===== config.mk =====
export PLATFORM = sky130hd
export DESIGN_NAME = oate_ctrl
export DESIGN_NICKNAME = d
export VERILOG_FILES = /design/src/design/oate_pkg.sv /design/src/design/oate_ctrl.sv
export SDC_FILE = /design/constraint.sdc
export NUM_CORES = 1
export LEC_CHECK = 0
export ABC_AREA = 1
export BUFFER_PORTS_ARGS = -buffer_cell sky130_fd_sc_hd__buf_2
export CORE_MARGIN = 3
export CORE_UTILIZATION = 45
export CTS_BUF_LIST = sky130_fd_sc_hd__clkbuf_8
export DETAILED_ROUTE_END_ITERATION = 16
export PLACE_DENSITY = 0.76
export SETUP_SLACK_MARGIN = 0.1
export SLEW_MARGIN = 20
export SYNTH_ARGS = -nofsm -noshare
export SYNTH_HDL_FRONTEND = slang
export SYNTH_SLANG_ARGS = --single-unit

===== constraint.sdc =====
create_clock -name clock -period 9.6 [get_ports clock]
set_clock_uncertainty 0.05 [all_clocks]
set_input_delay 0 -clock clock [delete_from_list [all_inputs] [get_ports clock]]
set_output_delay 0 -clock clock [all_outputs]
set_load 0.005 [all_outputs]

===== src/design/oate_pkg.sv =====
// Package with the field widths, codes and control types of the ordered array table engine.
package oate_pkg;

   localparam int unsigned OpW     = 3;
   localparam int unsigned ValueW  = 32;
   localparam int unsigned PosW    = 7;
   localparam int unsigned StatusW = 3;
   localparam int unsigned IndexW  = 6;
   localparam int unsigned CountW  = 7;
   localparam int unsigned DpCodeW = 3;

   // Operation codes of an input item.
   localparam logic [OpW-1:0] OP_CLEAR  = 3'd0;
   localparam logic [OpW-1:0] OP_INSERT = 3'd1;
   localparam logic [OpW-1:0] OP_DELETE = 3'd2;
   localparam logic [OpW-1:0] OP_SEARCH = 3'd3;
   localparam logic [OpW-1:0] OP_SORT   = 3'd4;
   localparam logic [OpW-1:0] OP_DUMP   = 3'd5;

   // Result status codes.
   localparam logic [StatusW-1:0] ST_OK       = 3'd0;
   localparam logic [StatusW-1:0] ST_BADPOS   = 3'd1;
   localparam logic [StatusW-1:0] ST_FULL     = 3'd2;
   localparam logic [StatusW-1:0] ST_NOTFOUND = 3'd3;
   localparam logic [StatusW-1:0] ST_EMPTY    = 3'd4;

   // Datapath commands.
   localparam logic [DpCodeW-1:0] DP_NOP      = 3'd0;
   localparam logic [DpCodeW-1:0] DP_CLEAR    = 3'd1;
   localparam logic [DpCodeW-1:0] DP_INSERT   = 3'd2;
   localparam logic [DpCodeW-1:0] DP_DELETE   = 3'd3;
   localparam logic [DpCodeW-1:0] DP_LOAD_KEY = 3'd4;
   localparam logic [DpCodeW-1:0] DP_ROTATE   = 3'd5;
   localparam logic [DpCodeW-1:0] DP_SORT_EVN = 3'd6;
   localparam logic [DpCodeW-1:0] DP_SORT_ODD = 3'd7;

   typedef struct packed {
      logic [DpCodeW-1:0] code;
      logic [PosW-1:0]    position;
      logic [ValueW-1:0]  value;
   } dp_cmd_type;

   typedef struct packed {
      logic [CountW-1:0] count;
      logic [ValueW-1:0] head;
      logic              head_match;
   } dp_stat_type;

endpackage


===== src/design/oate_ctrl.sv =====
// Controller of the ordered array table engine: operation sequencing and the result register.
module oate_ctrl #(
   parameter int DEPTH = 64
) (
   input  logic                               clock,
   input  logic                               reset,
   input  logic                               req_valid,
   output logic                               req_ready,
   input  logic [oate_pkg::OpW-1:0]           req_op,
   input  logic [oate_pkg::ValueW-1:0]        req_item_value,
   input  logic [oate_pkg::PosW-1:0]          req_position,
   output oate_pkg::dp_cmd_type               cmd,
   input  oate_pkg::dp_stat_type              stat,
   output logic                               rsp_valid,
   input  logic                               rsp_ready,
   output logic [oate_pkg::StatusW-1:0]       rsp_status,
   output logic [oate_pkg::IndexW-1:0]        rsp_found_index,
   output logic [oate_pkg::ValueW-1:0]        rsp_entry_value,
   output logic [oate_pkg::CountW-1:0]        rsp_count_now,
   output logic                               rsp_last
);

   localparam int unsigned IW = (DEPTH > 1) ? $clog2(DEPTH) : 1;
   localparam logic [IW-1:0] LastStep = IW'(DEPTH - 1);
   localparam logic [oate_pkg::CountW-1:0] DepthCount = oate_pkg::CountW'(DEPTH);

   localparam logic [2:0] S_IDLE   = 3'd0;
   localparam logic [2:0] S_SEARCH = 3'd1;
   localparam logic [2:0] S_SORT   = 3'd2;
   localparam logic [2:0] S_DUMP   = 3'd3;
   localparam logic [2:0] S_FINISH = 3'd4;

   logic [2:0]                    state_ff, state_in;
   logic [IW-1:0]                 step_ff, step_in;
   logic                          hit_ff, hit_in;
   logic [oate_pkg::IndexW-1:0]   hit_idx_ff, hit_idx_in;
   logic [oate_pkg::StatusW-1:0]  fin_status_ff, fin_status_in;

   logic                          out_valid_ff, out_valid_in;
   logic [oate_pkg::StatusW-1:0]  out_status_ff, out_status_in;
   logic [oate_pkg::IndexW-1:0]   out_index_ff, out_index_in;
   logic [oate_pkg::ValueW-1:0]   out_value_ff, out_value_in;
   logic [oate_pkg::CountW-1:0]   out_count_ff, out_count_in;
   logic                          out_last_ff, out_last_in;

   logic                          slot_free;
   logic                          accept;
   logic                          step_last;
   logic                          step_live;
   logic                          hit_now;
   logic [oate_pkg::CountW-1:0]   step_wide;

   assign slot_free = !out_valid_ff || rsp_ready;
   assign req_ready = (state_ff == S_IDLE) && slot_free;
   assign accept    = req_valid && req_ready;
   assign step_last = (step_ff == LastStep);
   assign step_wide = oate_pkg::CountW'(step_ff);
   assign step_live = (step_wide < stat.count);
   assign hit_now   = step_live && !hit_ff && stat.head_match;

   always_comb begin
      state_in      = state_ff;
      step_in       = step_ff;
      hit_in        = hit_ff;
      hit_idx_in    = hit_idx_ff;
      fin_status_in = fin_status_ff;
      cmd.code      = oate_pkg::DP_NOP;
      cmd.position  = req_position;
      cmd.value     = req_item_value;
      out_valid_in  = out_valid_ff && !rsp_ready;
      out_status_in = out_status_ff;
      out_index_in  = out_index_ff;
      out_value_in  = out_value_ff;
      out_count_in  = out_count_ff;
      out_last_in   = out_last_ff;

      case (state_ff)
         S_IDLE: begin
            if (accept) begin
               // Single-result defaults; each arm adjusts what differs.
               out_index_in = '0;
               out_value_in = '0;
               out_last_in  = 1'b1;
               out_count_in = stat.count;
               step_in      = '0;
               case (req_op)
                  oate_pkg::OP_CLEAR: begin
                     cmd.code      = oate_pkg::DP_CLEAR;
                     out_valid_in  = 1'b1;
                     out_status_in = oate_pkg::ST_OK;
                     out_count_in  = '0;
                  end
                  oate_pkg::OP_INSERT: begin
                     out_valid_in = 1'b1;
                     if (req_position > stat.count) begin
                        out_status_in = oate_pkg::ST_BADPOS;
                     end else if (stat.count >= DepthCount) begin
                        out_status_in = oate_pkg::ST_FULL;
                     end else begin
                        cmd.code      = oate_pkg::DP_INSERT;
                        out_status_in = oate_pkg::ST_OK;
                        out_count_in  = stat.count + oate_pkg::CountW'(1);
                     end
                  end
                  oate_pkg::OP_DELETE: begin
                     out_valid_in = 1'b1;
                     if (req_position >= stat.count) begin
                        out_status_in = oate_pkg::ST_BADPOS;
                     end else begin
                        cmd.code      = oate_pkg::DP_DELETE;
                        out_status_in = oate_pkg::ST_OK;
                        out_count_in  = stat.count - oate_pkg::CountW'(1);
                     end
                  end
                  oate_pkg::OP_SEARCH: begin
                     cmd.code   = oate_pkg::DP_LOAD_KEY;
                     hit_in     = 1'b0;
                     hit_idx_in = '0;
                     state_in   = S_SEARCH;
                  end
                  oate_pkg::OP_SORT: begin
                     state_in = S_SORT;
                  end
                  oate_pkg::OP_DUMP: begin
                     if (stat.count == '0) begin
                        out_valid_in  = 1'b1;
                        out_status_in = oate_pkg::ST_EMPTY;
                     end else begin
                        state_in = S_DUMP;
                     end
                  end
                  default: begin
                  end
               endcase
            end
         end
         S_SEARCH: begin
            // The entry at the head in step k is the original entry k.
            cmd.code = oate_pkg::DP_ROTATE;
            step_in  = step_ff + IW'(1);
            if (hit_now) begin
               hit_in     = 1'b1;
               hit_idx_in = oate_pkg::IndexW'(step_ff);
            end
            if (step_last) begin
               fin_status_in = (hit_ff || hit_now) ? oate_pkg::ST_OK : oate_pkg::ST_NOTFOUND;
               state_in      = S_FINISH;
            end
         end
         S_SORT: begin
            cmd.code = step_ff[0] ? oate_pkg::DP_SORT_ODD : oate_pkg::DP_SORT_EVN;
            step_in  = step_ff + IW'(1);
            if (step_last) begin
               fin_status_in = oate_pkg::ST_OK;
               hit_idx_in    = '0;
               state_in      = S_FINISH;
            end
         end
         S_DUMP: begin
            // Live steps wait for room in the result register; the rest only rotate.
            if (!step_live || slot_free) begin
               cmd.code = oate_pkg::DP_ROTATE;
               step_in  = step_ff + IW'(1);
               if (step_live) begin
                  out_valid_in  = 1'b1;
                  out_status_in = oate_pkg::ST_OK;
                  out_index_in  = oate_pkg::IndexW'(step_ff);
                  out_value_in  = stat.head;
                  out_count_in  = stat.count;
                  out_last_in   = ((step_wide + oate_pkg::CountW'(1)) == stat.count);
               end
               if (step_last) begin
                  state_in = S_IDLE;
               end
            end
         end
         S_FINISH: begin
            if (slot_free) begin
               out_valid_in  = 1'b1;
               out_status_in = fin_status_ff;
               out_index_in  = hit_idx_ff;
               out_value_in  = '0;
               out_count_in  = stat.count;
               out_last_in   = 1'b1;
               state_in      = S_IDLE;
            end
         end
         default: begin
            state_in = S_IDLE;
         end
      endcase
   end

   always_ff @(posedge clock) begin
      if (reset) begin
         state_ff     <= S_IDLE;
         out_valid_ff <= 1'b0;
      end else begin
         state_ff     <= state_in;
         out_valid_ff <= out_valid_in;
      end
   end

   always_ff @(posedge clock) begin
      step_ff       <= step_in;
      hit_ff        <= hit_in;
      hit_idx_ff    <= hit_idx_in;
      fin_status_ff <= fin_status_in;
      out_status_ff <= out_status_in;
      out_index_ff  <= out_index_in;
      out_value_ff  <= out_value_in;
      out_count_ff  <= out_count_in;
      out_last_ff   <= out_last_in;
   end

   assign rsp_valid       = out_valid_ff;
   assign rsp_status      = out_status_ff;
   assign rsp_found_index = out_index_ff;
   assign rsp_entry_value = out_value_ff;
   assign rsp_count_now   = out_count_ff;
   assign rsp_last        = out_last_ff;

endmodule


* Word-level counts from Yosys, hierarchy flattened *
Index checks and enable logic that the tools add are counted.

cells by class
  $add $sub $neg = 4
  order comparisons = 4
  eq/ne operators = 25
  muxes and demuxes = 71
  reductions and logical operators = 29

operator list
  cell                 count
  $mux 32              4
  $pmux 32 s3          1
  $mux 6               9
  $pmux 6 s3           3
  $mux 7               7
  $pmux 3 s4           4
  $mux 3               14
  $pmux 7 s3           2
  $pmux 3 s3           2
  $ne 2x2->1 const B   8
  $mux 1               14
  $reduce_and 7->1     2
  $eq 3x2->1 const B   4
  $mux 2               6
  $reduce_and 5->1     2
  $eq 3x3->1 const B   3
  $reduce_bool 3->1    3
  $add 6x1->7 const B  1
  $add 7x1->7 const B  1
  $eq 7x7->1           1
  $ge 7x7->1           1
  $ge 7x7->1 const B   1
  $gt 7x7->1           1
  $logic_not 7->1      1
  other kinds (21)     38

word-level totals
  bits in registers = 69
  bits of input ports = 86
  output and inout port bits = 93
  logic and storage cells = 144

* Longest topological paths before layout *
  depth after elaboration = 7
  gate-level depth with buffers = 13
  mapped depth without buffers = 12

* Least setup slack after synthesis *
OpenSTA, ideal clock, no wires.

  kind = reg2reg
  start = reg step_ff[2]
  end = reg out_count_ff (netlist bit rsp_count_now[0]) (enable)
  library setup time = 0.450 ns
  arrival = 3.195 ns
  required time = 9.100 ns
  slack = 5.905 ns
  cell stages (with the launch flop) = 9
  buffers on the path = 0
  period minus slack after synthesis = 3.695 ns
  cells stage by stage = edfxtp_1 > ha_1 > a21oi_1 > o21ai_0 > nand2_1 > nand2_1 > nand2_1 > nand3_1 > nor2_1

on the way
  longest elaborated chain between the ends = 5
  elaborated cells between the ends (all ways) = 6
  those cells by class = order compare (1); eq/ne (2); reduce/logical (3)

RTL lines
  element                       RTL line          RTL
  start: declaration            oate_ctrl.sv:34   logic [IW-1:0] step_ff, step_in;
  start signal: assignment      oate_ctrl.sv:205  step_ff <= step_in;
  $lt 6x7->1 *                  oate_ctrl.sv:58   assign step_live = (step_wide < stat.count);
  $logic_not 1->1               oate_ctrl.sv:161  if (!step_live || slot_free) begin
  $logic_or 1x1->1              oate_ctrl.sv:161
  $ne 2x2->1 (no line)          --
  $reduce_and 5->1 (no line) *  --
  end signal: assignment        oate_ctrl.sv:212  out_count_ff <= out_count_in;
  end: declaration              oate_ctrl.sv:43   logic [oate_pkg::CountW-1:0] out_count_ff, out_count_in;

Mark *: on every way between the ends. The rest lies on a longest branch, timed or not.
A chain may end at the register's enable or synchronous reset.

* Worst setup path after layout *
  start = reg step_ff[4]
  end = reg out_value_ff (netlist bit rsp_entry_value[13]) (enable)

on the way
  longest elaborated chain between the ends = 5
  elaborated cells between the ends (all ways) = 6
  those cells by class = order compare (1); eq/ne (2); reduce/logical (3)

RTL lines
  element                       RTL line          RTL
  $lt 6x7->1 *                  oate_ctrl.sv:58
  $logic_not 1->1               oate_ctrl.sv:161
  $logic_or 1x1->1              oate_ctrl.sv:161
  $ne 2x2->1 (no line)          --
  $reduce_and 5->1 (no line) *  --
  end signal: assignment        oate_ctrl.sv:211  out_value_ff <= out_value_in;
  end: declaration              oate_ctrl.sv:42   logic [oate_pkg::ValueW-1:0] out_value_ff, out_value_in;

Marked as above.

==> results by group <==
Power
  • Leak Pwr: 0.00270 uW
  • Max IR drop VDD: 0.105 mV
  • P per Cell Area: 221 mW/mm2

Finish
  • Synth-to-Final Area Change: 29.2%
  • Inserted Diodes: 0
  • Commonest non-fill, non-tap cell in the layout: buf_2
  • Fraction of final layout cells sized beyond drive strength 1: 26.6%
  • Filler cells: 796
  • Core Util, Final: 59.8%
  • Most frequent cells in the layout: buf_2, nand2_1, nor2_1, inv_1, dlygate4sd3_1
  • Layout Nets: 750

Drt
  • Antenna-violating nets left: 0
  • Met2 Routed Length: 5320 um
  • Met1 Wirelength: 4300 um
  • Routed WL: 11000 um
  • Vias per cell: 4.87
  • 1st-pass router iterations: 6
  • Met3 wire len: 996 um
  • WL/cell: 14.0 um
  • DR iter-0 viols: 354
  • DR vias: 3812
  • DRC viols: 0
  • DR top layer: met4

Logic synthesis
  • Post-Synth Adder-Cell Area: 4.66%
  • Syn_area_per_cell: 8.55 um2
  • Mux contribution to synthesized area: 0%
  • Synth Area in Compound Gates: 4.31%
  • Cell variety after synth: 37
  • Syn Inst Count: 503
  • Post-synthesis simple-gate area fraction: 28.0%
  • Syn_nets: 605
  • Largest family of logic cells by synthesized area: simple AND/OR/NAND/NOR gates
  • Number of warnings issued by yosys: 0
  • Register area share after synthesis: 45.9%
  • Yosys reg bits: 67
  • Post-Synth XOR/XNOR Area: 1.83%
  • Mapped cell area: 0.00430 mm2

Timing
  • FMAX: 380 MHz
  • Setup TNS: 0 ps
  • Post-route minimum period: 2630 ps
  • Fin crit share: 27.4%
  • Max transition margin: 44.5%
  • Setup violators final: 0
  • Slew @ Worst Pin: 826 ps
  • RSZ-0062 raised after global routing: false
  • Final Hold Fails: 0
  • Slew Viols, Final: 0

CTS
  • Clock buffer count from CTS: 9
  • TritonCTS clock tree: done
  • Htree depth: 3
  • Max Root-Sink Buffers: 2
  • CTS sink count: 67
  • Worst-path clk slew: 80 ps
  • CTS-repair resized insts: 0
  • Clk Latency, worst-skew pair: 340 ps
  • CTS Root Cell: clkbuf_8

Outcome
  • Outcome: finished clean

Floorplanning
  • Core Rows: 35
  • Die area: 0.0108 mm2
  • Die Wd: 104 um
  • Starting Density: 46.3%
  • Die height: 104 um
  • Io pins: 179
  • Core ar.: 0.00928 mm2

Critical path
  • Critical path's largest stage delay: 470 ps
  • Crit Path Class: reg2reg
  • Critical path's slowest cell: edfxtp_1
  • CP Max Fanout: 36
  • Startpoint types: flip-flop
  • Worst Path Arrival: 2570 ps
  • CP cell instances: ha_1 -> a21oi_1 -> o21a_1 -> nand2_1 -> nand2_1 -> nand3_1 -> nor2_4 -> buf_4
  • Nature of the critical path endpoint: flip-flop
  • CP dominant cell by count: nand2_1
  • Data required time of the critical path: 9540 ps

Global route
  • Via count of the first global-routing pass: 3686
  • GRT Util Overall: 20.1%
  • First-pass GRT wire length: 17600 um
  • Grt ovf: 0
  • Initial antenna violation count: 0
  • Pin count of the biggest net entering global routing: 41

Placement
  • Gp weighted congestion: 0.994
  • Input/output buffers: 114
  • DP Wirelength: 7650 um

Hold path
  • Min-Delay Path Class: in2reg

Run
  • Max Cap Viol: 0
-- where the power goes --
part           switching [uW]  internal [uW]
logic                     278            176
registers                51.3            489
clock network             113            119
total                     442            784
-- worst max-delay path, delay by kind of cell, from the launching register on --
family / cells / cell delay (ps)
buf+inv: 1 / 460
flops: 1 / 470
compound gates: 2 / 340
simple gates: 4 / 610
fa+ha+maj: 1 / 330
-- logic make-up after synthesis --
logic type / Yosys count
buf+inv: 128
compound gates: 34
fa+ha+maj: 16
xor+xnor: 9
flops: 67
simple gates: 249
-- synth_stat cells, drive strengths merged --
| cell type | count | area share, % |
|---|---|---|
| edfxtp | 63 | 44 |
| inv | 80 | 7.4 |
| nor3b | 1 | 0.29 |
| nand2 | 111 | 11 |
| nand4 | 6 | 0.87 |
| xor2 | 8 | 1.6 |
| a21oi | 15 | 1.9 |
| ha | 16 | 4.7 |
| clkinv | 2 | 0.17 |
| nand3 | 35 | 4.9 |
| nor3 | 5 | 0.58 |
| or2 | 2 | 0.29 |
| buf | 46 | 7.8 |
| nand3b | 2 | 0.64 |
| o22ai | 2 | 0.29 |
| o21a | 1 | 0.17 |
| o21ai | 15 | 1.7 |
| a21boi | 1 | 0.17 |
| xnor2 | 1 | 0.20 |
| dfxtp | 4 | 1.9 |
| nor2 | 87 | 9.1 |
-- sequential cells by signal, summed over array words and instances (netlist names) --
register         flops
rsp_entry_value     32
rsp_count_now        7
hit_idx_ff           6
rsp_found_index      6
step_ff              6
rsp_status           3
state_ff             3
fin_status_ff        1
hit_ff               1
rsp_last             1
rsp_valid            1
-- worst paths after layout --
path         cells after the start          start                  end  slack [ps]
min                              5      req_valid            rsp_valid          20
min reg2reg                      2  hit_idx_ff[2]   rsp_found_index[2]         480
max                              8     step_ff[4]  rsp_entry_value[13]        6970
max reg2reg                      8     step_ff[4]  rsp_entry_value[13]        6970
-- cell type report --
type	count	area, um2	area share (%)
timing repair buffer	180	1230	22.1
clock buffer	9	124	2.23
sequential	67	1970	35.5
tap	129	161	2.91
multi-input combinational	308	1670	30.1
inverter	82	325	5.86
clock inverter	7	68.8	1.24
-- layer usage --
| layer | track usage (%) | vias to the layer above |
|---|---|---|
| met5 | 0 | - |
| met4 | 8.64 | 0 |
| met3 | 4.42 | 36 |
| met2 | 35.0 | 234 |
| met1 | 24.0 | 1686 |
| li1 | - | 1856 |
-- repair_timing --
item / in CTS / in global routing
buffers inserted: 0 / 0
endpoints found under the hold margin: 68 / 0
hold buffers: 65 / 0
-- through the flow --
| stage | cells | cell area [um2] | worst slack (ps) | power, uW | hold slack [ps] |
|---|---|---|---|---|---|
| global route | 782 | 5550 | 6750 | 1300 | 52.8 |
| CTS | 782 | 5550 | 6940 | 1220 | 13.2 |
| global placement | 701 | 4710 | 7070 | 960 | -50.0 |
| detailed placement | 701 | 4710 | 6930 | 971 | -50.0 |
| finish | 782 | 5550 | 6970 | 1230 | 20.8 |
| floorplan | 503 | 4300 | 5900 | 791 | 19.1 |
No activity file was read; power rests on OpenSTA's default activity.
